===== src/rtl/tdts_pkg.sv =====
// Shared types and constants for the token scanner.
package tdts_pkg;

  localparam int QDEPTH = 4;
  localparam int QPTR_W = 2;
  localparam int QCNT_W = 3;

  localparam logic [30:0] NUM_MAX = 31'h7FFF_FFFF;

  typedef enum logic [3:0] {
    CL_LETTER, CL_DIGIT, CL_PLUS, CL_MINUS, CL_LPAREN, CL_RPAREN,
    CL_COMMA, CL_SEMI, CL_COLON, CL_EQUAL, CL_SPACE, CL_OTHER
  } char_class_t;

  typedef enum logic [3:0] {
    ST_START = 4'd0,
    ST_IDENT = 4'd1,
    ST_CONST = 4'd3,
    ST_COLON = 4'd11
  } scan_state_t;

  typedef enum logic [3:0] {
    TK_BEGIN  = 4'd0,
    TK_END    = 4'd1,
    TK_READ   = 4'd2,
    TK_WRITE  = 4'd3,
    TK_IDENT  = 4'd4,
    TK_CONST  = 4'd5,
    TK_PLUS   = 4'd6,
    TK_MINUS  = 4'd7,
    TK_LPAREN = 4'd8,
    TK_RPAREN = 4'd9,
    TK_COMMA  = 4'd10,
    TK_SEMI   = 4'd11,
    TK_ASSIGN = 4'd12,
    TK_LEXERR = 4'd13,
    TK_EOF    = 4'd14
  } token_kind_t;

  typedef logic [0:7][7:0] word_t;

  localparam word_t KW_BEGIN_TEXT = {"inicio", 16'h0000};
  localparam word_t KW_END_TEXT   = {"fin", 40'h00_0000_0000};
  localparam word_t KW_READ_TEXT  = {"leer", 32'h0000_0000};
  localparam word_t KW_WRITE_TEXT = "escribir";

  typedef struct packed {
    logic        end_mark;
    char_class_t cls;
    logic [7:0]  char_code;
  } scan_item_t;

  typedef struct packed {
    token_kind_t kind;
    logic [30:0] value;
    logic [9:0]  len;
  } token_t;

endpackage


===== src/rtl/tdts_front.sv =====
// Front end: classifies incoming characters and queues them for the scanner.
module tdts_front (
  input  logic                clk,
  input  logic                rst,
  input  logic                src_valid,
  output logic                src_stall,
  input  logic [7:0]          char_code,
  input  logic                end_mark,
  output logic                q_valid,
  output tdts_pkg::scan_item_t q_head,
  input  logic                q_pop
);
  import tdts_pkg::*;

  scan_item_t            queue [QDEPTH];
  logic [QPTR_W-1:0]     wr_ptr;
  logic [QPTR_W-1:0]     rd_ptr;
  logic [QCNT_W-1:0]     count;
  logic                  push;
  scan_item_t            item;

  function automatic char_class_t classify(input logic [7:0] c);
    char_class_t r;
    if ((c >= 8'h41 && c <= 8'h5A) || (c >= 8'h61 && c <= 8'h7A)) begin
      r = CL_LETTER;
    end else if (c >= 8'h30 && c <= 8'h39) begin
      r = CL_DIGIT;
    end else if (c == 8'h20 || (c >= 8'h09 && c <= 8'h0D)) begin
      r = CL_SPACE;
    end else begin
      case (c)
        8'h2B:   r = CL_PLUS;
        8'h2D:   r = CL_MINUS;
        8'h28:   r = CL_LPAREN;
        8'h29:   r = CL_RPAREN;
        8'h2C:   r = CL_COMMA;
        8'h3B:   r = CL_SEMI;
        8'h3A:   r = CL_COLON;
        8'h3D:   r = CL_EQUAL;
        default: r = CL_OTHER;
      endcase
    end
    return r;
  endfunction

  assign src_stall = (count == QCNT_W'(QDEPTH));
  assign push      = src_valid && !src_stall;
  assign q_valid   = (count != '0);
  assign q_head    = queue[rd_ptr];

  always_comb begin
    item.end_mark  = end_mark;
    item.cls       = classify(char_code);
    item.char_code = char_code;
  end

  always_ff @(posedge clk) begin
    if (push) begin
      queue[wr_ptr] <= item;
    end
  end

  always_ff @(posedge clk) begin
    if (rst) begin
      wr_ptr <= '0;
      rd_ptr <= '0;
      count  <= '0;
    end else begin
      if (push) begin
        wr_ptr <= wr_ptr + 1'b1;
      end
      if (q_pop) begin
        rd_ptr <= rd_ptr + 1'b1;
      end
      case ({push, q_pop})
        2'b10:   count <= count + 1'b1;
        2'b01:   count <= count - 1'b1;
        default: count <= count;
      endcase
    end
  end

endmodule


===== src/rtl/tdts_back.sv =====
// Back end: scanner state machine, keyword match and token output buffer.
module tdts_back #(
  parameter int MAX_TOKEN_LEN = 1023
) (
  input  logic                 clk,
  input  logic                 rst,
  input  logic                 q_valid,
  input  tdts_pkg::scan_item_t q_head,
  output logic                 q_pop,
  output logic                 tok_valid,
  input  logic                 tok_stall,
  output tdts_pkg::token_t     tok,
  output logic                 tok_last
);
  import tdts_pkg::*;

  localparam logic [9:0] LEN_CAP = 10'((MAX_TOKEN_LEN < 1023) ? MAX_TOKEN_LEN : 1023);

  scan_state_t state;
  scan_state_t state_next;
  word_t       word;
  word_t       word_next;
  logic [9:0]  len;
  logic [9:0]  len_next;
  logic [30:0] acc;
  logic [30:0] acc_next;
  logic [34:0] acc_x10;
  logic [30:0] acc_sat;

  logic        flush_v;
  token_t      flush_tok;
  logic        new_v;
  token_t      new_tok;
  logic        restart;
  logic        alnum;
  logic        is_digit;
  logic [1:0]  n_tok;
  token_t      slot0;

  token_t      pend;
  logic        pend_valid;
  logic        out_take;
  logic        out_free;
  logic        fire;

  function automatic token_kind_t kw_kind(input word_t w, input logic [9:0] l);
    token_kind_t k;
    k = TK_IDENT;
    if (l == 10'd6 && w == KW_BEGIN_TEXT) k = TK_BEGIN;
    if (l == 10'd3 && w == KW_END_TEXT)   k = TK_END;
    if (l == 10'd4 && w == KW_READ_TEXT)  k = TK_READ;
    if (l == 10'd8 && w == KW_WRITE_TEXT) k = TK_WRITE;
    return k;
  endfunction

  function automatic scan_state_t start_state(input char_class_t c);
    scan_state_t s;
    case (c)
      CL_LETTER: s = ST_IDENT;
      CL_DIGIT:  s = ST_CONST;
      CL_COLON:  s = ST_COLON;
      default:   s = ST_START;
    endcase
    return s;
  endfunction

  assign is_digit = (q_head.cls == CL_DIGIT);
  assign alnum    = (q_head.cls == CL_LETTER) || is_digit;

  assign acc_x10 = ({4'b0, acc} << 3) + ({4'b0, acc} << 1) + {31'b0, q_head.char_code[3:0]};
  assign acc_sat = (acc_x10 > {4'b0, NUM_MAX}) ? NUM_MAX : acc_x10[30:0];

  // next state
  always_comb begin
    state_next = state;
    if (q_head.end_mark) begin
      state_next = ST_START;
    end else begin
      case (state)
        ST_IDENT: if (!alnum) state_next = start_state(q_head.cls);
        ST_CONST: if (!is_digit) state_next = start_state(q_head.cls);
        ST_COLON: state_next = ST_START;
        default:  state_next = start_state(q_head.cls);
      endcase
    end
  end

  // tokens and datapath updates
  always_comb begin
    word_next = word;
    len_next  = len;
    acc_next  = acc;
    flush_v   = 1'b0;
    flush_tok = '{kind: TK_LEXERR, value: '0, len: '0};
    new_v     = 1'b0;
    new_tok   = '{kind: TK_LEXERR, value: '0, len: '0};
    restart   = 1'b0;
    if (q_head.end_mark) begin
      case (state)
        ST_IDENT: begin
          flush_v   = 1'b1;
          flush_tok = '{kind: kw_kind(word, len), value: '0, len: len};
        end
        ST_CONST: begin
          flush_v   = 1'b1;
          flush_tok = '{kind: TK_CONST, value: acc, len: len};
        end
        ST_COLON: flush_v = 1'b1;
        default:  flush_v = 1'b0;
      endcase
      new_v        = 1'b1;
      new_tok.kind = TK_EOF;
    end else begin
      case (state)
        ST_IDENT: begin
          if (alnum) begin
            if (len < 10'd8) word_next[len[2:0]] = q_head.char_code;
            if (len < LEN_CAP) len_next = len + 10'd1;
          end else begin
            flush_v   = 1'b1;
            flush_tok = '{kind: kw_kind(word, len), value: '0, len: len};
            restart   = 1'b1;
          end
        end
        ST_CONST: begin
          if (is_digit) begin
            acc_next = acc_sat;
            if (len < LEN_CAP) len_next = len + 10'd1;
          end else begin
            flush_v   = 1'b1;
            flush_tok = '{kind: TK_CONST, value: acc, len: len};
            restart   = 1'b1;
          end
        end
        ST_COLON: begin
          flush_v        = 1'b1;
          flush_tok.kind = (q_head.cls == CL_EQUAL) ? TK_ASSIGN : TK_LEXERR;
        end
        default: restart = 1'b1;
      endcase
    end
    if (restart) begin
      case (q_head.cls)
        CL_LETTER: begin
          word_next    = '0;
          word_next[0] = q_head.char_code;
          len_next     = 10'd1;
        end
        CL_DIGIT: begin
          acc_next = {27'b0, q_head.char_code[3:0]};
          len_next = 10'd1;
        end
        CL_PLUS:   begin new_v = 1'b1; new_tok.kind = TK_PLUS;   end
        CL_MINUS:  begin new_v = 1'b1; new_tok.kind = TK_MINUS;  end
        CL_LPAREN: begin new_v = 1'b1; new_tok.kind = TK_LPAREN; end
        CL_RPAREN: begin new_v = 1'b1; new_tok.kind = TK_RPAREN; end
        CL_COMMA:  begin new_v = 1'b1; new_tok.kind = TK_COMMA;  end
        CL_SEMI:   begin new_v = 1'b1; new_tok.kind = TK_SEMI;   end
        CL_COLON:  new_v = 1'b0;
        CL_SPACE:  new_v = 1'b0;
        default:   begin new_v = 1'b1; new_tok.kind = TK_LEXERR; end
      endcase
    end
  end

  assign n_tok    = {1'b0, flush_v} + {1'b0, new_v};
  assign slot0    = flush_v ? flush_tok : new_tok;
  assign out_take = tok_valid && !tok_stall;
  assign out_free = !tok_valid || out_take;
  assign fire     = q_valid && !pend_valid && ((n_tok == 2'd0) || out_free);
  assign q_pop    = fire;

  always_ff @(posedge clk) begin
    if (rst) begin
      state <= ST_START;
      word  <= '0;
      len   <= '0;
      acc   <= '0;
    end else if (fire) begin
      state <= state_next;
      word  <= word_next;
      len   <= len_next;
      acc   <= acc_next;
    end
  end

  always_ff @(posedge clk) begin
    if (rst) begin
      tok_valid  <= 1'b0;
      pend_valid <= 1'b0;
    end else if (pend_valid && out_take) begin
      pend_valid <= 1'b0;
    end else if (fire && n_tok != 2'd0) begin
      tok_valid  <= 1'b1;
      pend_valid <= (n_tok == 2'd2);
    end else if (out_take) begin
      tok_valid <= 1'b0;
    end
  end

  always_ff @(posedge clk) begin
    if (pend_valid && out_take) begin
      tok      <= pend;
      tok_last <= 1'b1;
    end else if (fire && n_tok != 2'd0) begin
      tok      <= slot0;
      tok_last <= (n_tok == 2'd1);
      pend     <= new_tok;
    end
  end

endmodule


===== src/rtl/table_driven_token_scanner_unit.sv =====
// The first token of a character is registered at the output; a second waits in a pending register.
// Throughput: one character per cycle unless the output stalls or a second token is pending.
// The rate is set by the scanner step on the head of the 4-entry character queue.
// The queue keeps taking characters while the token output is stalled, until it is full.
// Reset (synchronous, active high) empties the queue and output and returns the scanner to start.
module table_driven_token_scanner_unit #(
  parameter int MAX_TOKEN_LEN = 1023
) (
  input  logic        clk,
  input  logic        rst,
  input  logic        src_valid,
  output logic        src_stall,
  input  logic [7:0]  char_code,
  input  logic        end_mark,
  output logic        tok_valid,
  input  logic        tok_stall,
  output logic [3:0]  token_kind,
  output logic [30:0] const_value,
  output logic [9:0]  ident_length,
  output logic        last_of_run
);
  import tdts_pkg::*;

  logic       q_valid;
  scan_item_t q_head;
  logic       q_pop;
  token_t     tok;

  tdts_front u_front (
    .clk       (clk),
    .rst       (rst),
    .src_valid (src_valid),
    .src_stall (src_stall),
    .char_code (char_code),
    .end_mark  (end_mark),
    .q_valid   (q_valid),
    .q_head    (q_head),
    .q_pop     (q_pop)
  );

  tdts_back #(
    .MAX_TOKEN_LEN (MAX_TOKEN_LEN)
  ) u_back (
    .clk       (clk),
    .rst       (rst),
    .q_valid   (q_valid),
    .q_head    (q_head),
    .q_pop     (q_pop),
    .tok_valid (tok_valid),
    .tok_stall (tok_stall),
    .tok       (tok),
    .tok_last  (last_of_run)
  );

  assign token_kind   = tok.kind;
  assign const_value  = tok.value;
  assign ident_length = tok.len;

  a_pop_needs_item: assert property (@(posedge clk) disable iff (rst)
    q_pop |-> q_valid)
    else $error("queue popped while empty");

  a_eof_is_last: assert property (@(posedge clk) disable iff (rst)
    (tok_valid && token_kind == TK_EOF) |-> last_of_run)
    else $error("end-of-file token not last of its run");

  a_value_only_const: assert property (@(posedge clk) disable iff (rst)
    (tok_valid && token_kind != TK_CONST) |-> (const_value == '0))
    else $error("nonzero value on non-constant token");

  a_eof_then_start: assert property (@(posedge clk) disable iff (rst)
    (q_pop && q_head.end_mark) |=> !(tok_valid && !last_of_run && token_kind == TK_EOF))
    else $error("end-of-file token not closing its run");

endmodule

===== config.mk =====
export PLATFORM = sky130hd
export DESIGN_NAME = table_driven_token_scanner_unit
export DESIGN_NICKNAME = d
export VERILOG_FILES = /design/src/rtl/tdts_pkg.sv /design/src/rtl/tdts_front.sv /design/src/rtl/tdts_back.sv /design/src/rtl/table_driven_token_scanner_unit.sv
export SDC_FILE = /design/constraint.sdc
export NUM_CORES = 1
export LEC_CHECK = 0
export BUFFER_PORTS_ARGS = -buffer_cell sky130_fd_sc_hd__buf_2
export CAP_MARGIN = 10
export CORE_ASPECT_RATIO = 0.8
export CORE_MARGIN = 2
export CORE_UTILIZATION = 32
export CTS_BUF_LIST = sky130_fd_sc_hd__clkbuf_4
export CTS_CLUSTER_DIAMETER = 40
export DETAILED_ROUTE_END_ITERATION = 10
export GPL_TIMING_DRIVEN = 0
export REMOVE_ABC_BUFFERS = 1
export SETUP_SLACK_MARGIN = 0.4
export SLEW_MARGIN = 0
export SYNTH_ARGS = -nofsm -noshare
export SYNTH_HDL_FRONTEND = slang
export SYNTH_SLANG_ARGS = --single-unit

===== constraint.sdc =====
create_clock -name clk -period 7.1 [get_ports clk]
set_clock_uncertainty 0.2 [all_clocks]
set_input_delay 0 -clock clk [delete_from_list [all_inputs] [get_ports clk]]
set_output_delay 0 -clock clk [all_outputs]
set_load 0.005 [all_outputs]

# After elaboration in Yosys (flattened, before gate mapping)
# Memory sizes are Yosys's and may differ from the RTL's. A register that Yosys moved wholly into a read port is not among the register bits.
# Cells that the tools add are included.
[totals]
elab_cells = 187
mem_count = 1
romBits = 0
ram_bits = 52
out_inout_bits = 48
latchBits = 0
register_bits = 168
[memory_table]
columns = ["memory", "depth", "word_bits", "read_ports", "rd_ports_with_merged_regs", "write_ports", "line", "rtl"]
rows = [
  ["u_front.queue", 4, 13, 1, 1, 1, "tdts_front.sv:15", "scan_item_t queue [QDEPTH];"],
]
[classes]
multipliers = 0
addsub = 8
eq_ne = 37
n_mux = 66
reduce_logical = 39
bitwise = 2
n_lt_le_gt_ge = 13
n_div = 0
n_shift = 0
[op_table]
columns = ["cell", "n"]
rows = [
  ["$mux W64", 6],
  ["$mux W45", 6],
  ["$eq A64 B63 Y1 const B", 4],
  ["$mux W31", 6],
  ["$pmux W45 S2", 1],
  ["$pmux W41 S2", 1],
  ["$eq A8 B6 Y1 const B", 9],
  ["$bwmux W64", 1],
  ["$mux W10", 6],
  ["$pmux W4 S3", 3],
  ["$add A34 B32 Y35", 1],
  ["$add A35 B4 Y35", 1],
  ["$gt A35 B31 Y1 const B", 1],
  ["$mux W4", 8],
  ["$pmux W4 S8", 1],
  ["$pmux W4 S7", 1],
  ["$demux W8 S3", 1],
  ["$eq A10 B3 Y1 const B", 2],
  ["$pmux W10 S2", 1],
  ["$eq A4 B3 Y1 const B", 4],
  ["$eq A4 B4 Y1 const B", 4],
  ["$ge A8 B7 Y1 const B", 2],
  ["$le A8 B7 Y1 const B", 2],
  ["$logic_and A1 B1 Y1", 15],
  ["42 further kinds", 78],
]

# Longest topological paths before layout
[logic_depth]
word_depth = 13
ltp_mapped = 18
ltp_nobuf = 14

# By module
# From an unflattened synthesis, not the netlist that was laid out.
[unflattened]
hier_cells = 1215
hier_area_um2 = 11743.8
[by_module_without_submodules]
columns = ["mod", "seq_area_each_um2", "instances", "cells_per_inst", "area_per_inst_um2"]
rows = [
  ["tdts_back", 3693.5, 1, 1063, 9178.8],
  ["tdts_front", 1741.7, 1, 152, 2565.0],
]

# Worst setup path before layout
# No wires, ideal clock.
[synth_path]
kind = "reg2reg"
startpoint = "reg with a tool-made name"
endpoint = "reg u_back.tok[0] (netlist name)"
arrival_ns = 4.243
required_ns = 6.497
setup_slack_ns = 2.254
path_buffers = 2
path_stages_with_launch = 13
path_cell_list = "dfxtp_1 buf_4 mux4_2 nor4_4 nor2_1 o21ai_1 ha_1 nor2_1 or3_1 clkbuf_1 nor2_1 inv_1 nand2_1"

==> run summary <==
CRITICAL PATH
--------------------------------------------------------------------------------
Crit. End Element                                                      flip-flop
Levels on crit path                                                           14
Startpoint class of the critical path                                  flip-flop
Top Family by Delay on Critical Path                                simple AND/OR/NAND/NOR gates
Capture instance of the worst register-to-register path             u_front.count[2]$_SDFFE_PP0P_
CP cell instances                                                   mux4_2 -> nor4_4 -> nor2_1 -> o21ai_1 -> ha_1 -> nor2_1 -> or3_1 -> clkinv_1 -> ha_1 -> inv_1 -> fa_1 -> xor2_1 -> or3_1 -> a21oi_1
Worst Path Required                                                      7530 ps
R2R cell count                                                                14
Classification of the worst setup path                                reg -> reg
Highest-delay cell along the critical path                          sky130_fd_sc_hd__dfxtp_1
Crit path buf inv count                                                        2
Data arrival time at the worst-slack endpoint                            6380 ps
Crit path largest cell delay                                              920 ps
Maximum fanout along the worst path                                           19
Reg-to-reg slack, setup                                                  1150 ps

SYNTHESIS
--------------------------------------------------------------------------------
Cells after Synth                                                           1153
Post-Synthesis Mean Instance Area                                      9.899 µm²
Synthesis Warnings                                                             0
Synth async-reset ratio                                                        0
Number of enable-type register cells in the synthesized netlist              101
Share of synthesized area occupied by flip-flops and latches              0.4762
Most used standard cells in the synthesized netlist                 139 x sky130_fd_sc_hd__nand2_1, 120 x sky130_fd_sc_hd__dfxtp_1, 101 x sky130_fd_sc_hd__edfxtp_1
Cell types occupying the most area after synthesis                  sky130_fd_sc_hd__edfxtp_1 27%, sky130_fd_sc_hd__dfxtp_1 21%, sky130_fd_sc_hd__ha_1 7.8%, sky130_fd_sc_hd__nand2_1 4.6%, sky130_fd_sc_hd__nor2_1 3.0%
Synthesized area                                                       11410 µm²
Fraction of synthesized cell area taken by the top area cell type         0.2657
Dominant cell by count in the synthesized netlist                   sky130_fd_sc_hd__nand2_1
Synth area leader                                                   sky130_fd_sc_hd__edfxtp_1
Synth Flop Type                                                     sky130_fd_sc_hd__dfxtp_1
Number of distinct library cells after synthesis                              78
Post-synthesis sequential element count                                      221

ROUTE
--------------------------------------------------------------------------------
Detail-routed via count per cell                                           5.168
Initial DRC Count                                                            734
Detailed Routing Iterations Pass 1                                             9
Total vias in the final route                                               9235
Wirelength per Cell                                                     16.33 µm
Total wire length after detailed routing                                29180 µm
Remaining antenna violation count                                              0
Drc violations                                                                 0

MIN PATH
--------------------------------------------------------------------------------
Cell depth of the worst hold path                                              5
Worst hold start                                                       src_valid
Kind of path behind the tightest hold check                            in -> reg
Endpoint of the worst hold-timing path                              u_front.wr_ptr[0]$_SDFFE_PP0P_

PLACE
--------------------------------------------------------------------------------
Routability Congestion                                                    0.8743
Port Buf Inserts                                                              60
Placed Instances                                                            1649
DPL Wire Length                                                         20850 µm

FLOORPLANNING
--------------------------------------------------------------------------------
Die outline height                                                      172.9 µm
Core outline area                                                      34960 µm²
DIE WIDTH                                                               215.2 µm
# IOs                                                                         61
Core Rows                                                                     61
Die Area                                                               37200 µm²
Starting density of the core                                              0.3265

STA
--------------------------------------------------------------------------------
Period utilisation layout                                                 0.8387
Slew Viols, Final                                                              0
Transition time at the pin with the least slew margin                    1046 ps
Time the worst path needs with I/O delays and setup                      5955 ps
Setup repair after global routing missed its margin                        false
Normalized max-slew margin                                                0.3006
Worst hold slack after final layout                                     164.0 ps
Maximum operating frequency                                           0.1679 GHz
Setup-failing EPs final                                                        0
Final hold vios                                                                0

GLOBAL ROUTING
--------------------------------------------------------------------------------
Total routing usage reported by global routing                            0.1546
Aggregate global routing overflow                                              0
Number of antenna violations at the first check in global routing              1
Vias in the first global route                                              8819
Global-route wire length before repair                                  46780 µm
Largest net degree at the start of global routing                             40

POWER
--------------------------------------------------------------------------------
Net switching fraction of the power                                       0.3481
Part of the power in combinational logic                                   0.283
Cell Pwr Density                                                    300.2 nW/µm²
Proportion of power drawn by the clock network                             0.286
Share of power burned in registers                                         0.431
Switching pwr                                                           1.389 mW
Design internal power                                                   2.601 mW
Design Power                                                            3.990 mW
Leak pwr                                                                5.251 nW
Worst vdd ir                                                         0.0001553 V

FLOW RUN
--------------------------------------------------------------------------------
MaxCap Viol Count                                                              0

FINAL LAYOUT
--------------------------------------------------------------------------------
Area growth, synth to finish                                              16.44%
Total number of nets in the final design                                    1349
Count of fill cells added during filler insertion                           3543
Non-filler cells, final                                                     1787
Utilization after layout                                                  0.3802
Fraction of final layout cells with drive strength greater than 1         0.1504

CLOCK NETWORK
--------------------------------------------------------------------------------
Clock tree from TritonCTS                                                  built
CTS Hold Bufs                                                                 24
Largest buffer count on any clock path                                         3
Total CTS buffers                                                             58
Latest clock arrival within the worst-skew pair                           710 ps
Number of H-tree levels                                                        2
Clock transition at the registers of the reported paths                    70 ps
Count of buffers added by post-CTS timing repair for setup                     0
Clock root buffer                                                   sky130_fd_sc_hd__clkbuf_4
TritonCTS Sinks                                                              221
Resize count post-CTS                                                          0

RUN STATUS
--------------------------------------------------------------------------------
Result of the run                                                   finished, final reports clean

[stage by stage]
step           setup slack [ps]  instance area (µm²)  TNS [ps]
2_1_floorplan              1872                11250         0
3_3_place_gp             -136.4                12140    -633.2
3_5_place_dp               1170                12230         0
4_1_cts                    1126                13250         0
5_1_grt                   674.6                13290         0
6_report                   1145                13290         0
[worst min-delay path: cells and delay by family]
kind | cells | cell delay [ps]
XOR/XNOR | 1 | 160
buffers and inverters | 2 | 630
AND/OR/NAND/NOR | 2 | 230
[placed cells by master, fill, tap and decap left out, types with 13 or more instances in the layout]
cell / count
sky130_fd_sc_hd__a21o_1: 16
sky130_fd_sc_hd__a21oi_1: 62
sky130_fd_sc_hd__a22oi_1: 23
sky130_fd_sc_hd__and2_1: 53
sky130_fd_sc_hd__buf_2: 60
sky130_fd_sc_hd__clkbuf_4: 88
sky130_fd_sc_hd__clkinv_1: 15
sky130_fd_sc_hd__dfxtp_1: 120
sky130_fd_sc_hd__dlygate4sd3_1: 24
sky130_fd_sc_hd__edfxtp_1: 101
sky130_fd_sc_hd__ha_1: 71
sky130_fd_sc_hd__inv_1: 30
sky130_fd_sc_hd__mux2i_1: 14
sky130_fd_sc_hd__mux4_2: 13
sky130_fd_sc_hd__nand2_1: 138
sky130_fd_sc_hd__nand3_1: 18
sky130_fd_sc_hd__nand4_1: 26
sky130_fd_sc_hd__nor2_1: 91
sky130_fd_sc_hd__nor3_1: 31
sky130_fd_sc_hd__nor4_1: 13
sky130_fd_sc_hd__o21ai_0: 37
sky130_fd_sc_hd__o21ai_1: 54
sky130_fd_sc_hd__xnor2_1: 15
sky130_fd_sc_hd__xor2_1: 14
[routing by layer]
metal | GRT usage | part of all wire | vias up
li1 | - | - | 4563
met1 | 0.2299 | 0.50 | 4336
met2 | 0.2206 | 0.41 | 295
met3 | 0.03325 | 0.065 | 41
met4 | 0.05144 | 0.020 | 0
met5 | 0 | 0 | -
[worst max path at each step]
stage	slack [ps]	endpoint	start
CTS	1130	u_front.count[2]$_SDFFE_PP0P_	flip-flop
global route	670	u_back.tok[41]$_DFFE_PP_	flip-flop
detailed placement	1170	u_front.count[2]$_SDFFE_PP0P_	flip-flop
floorplan	1870	flip-flop	flip-flop
global placement	-140	flip-flop	flip-flop
finish	1150	u_front.count[2]$_SDFFE_PP0P_	flip-flop
[logic make-up after synthesis]
logic type	Yosys count	synth area share
flops	221	0.4762
xor+xnor	29	0.02225
compound gates	291	0.1629
buf+inv	72	0.02456
simple gates	438	0.1921
fa+ha+maj	74	0.08310
mux	28	0.03892
[area by class of cell]
| type | instances | area, µm² | share of cell area |
|---|---|---|---|
| inverter | 32 | 120.1 | 0.009038 |
| antenna | 5 | 12.51 | 0.0009414 |
| timing repair buffer | 89 | 636.9 | 0.04792 |
| clock buffer | 88 | 660.6 | 0.04971 |
| sequential | 221 | 5435 | 0.4090 |
| clock inverter | 20 | 117.6 | 0.008850 |
| tap | 472 | 590.6 | 0.04444 |
| multi-input combinational | 860 | 5717 | 0.4301 |
[power by group through the flow]
stage | Combinational [mW] | Clock, mW | Sequential [mW]
floorplan | 0.656 | 0 | 1.73
global placement | 1.05 | 0 | 1.77
CTS | 1.13 | 1.18 | 1.73
detailed placement | 1.11 | 0 | 1.75
finish | 1.13 | 1.14 | 1.72
global route | 1.25 | 1.26 | 1.75
(Power assumes the default switching activity.)
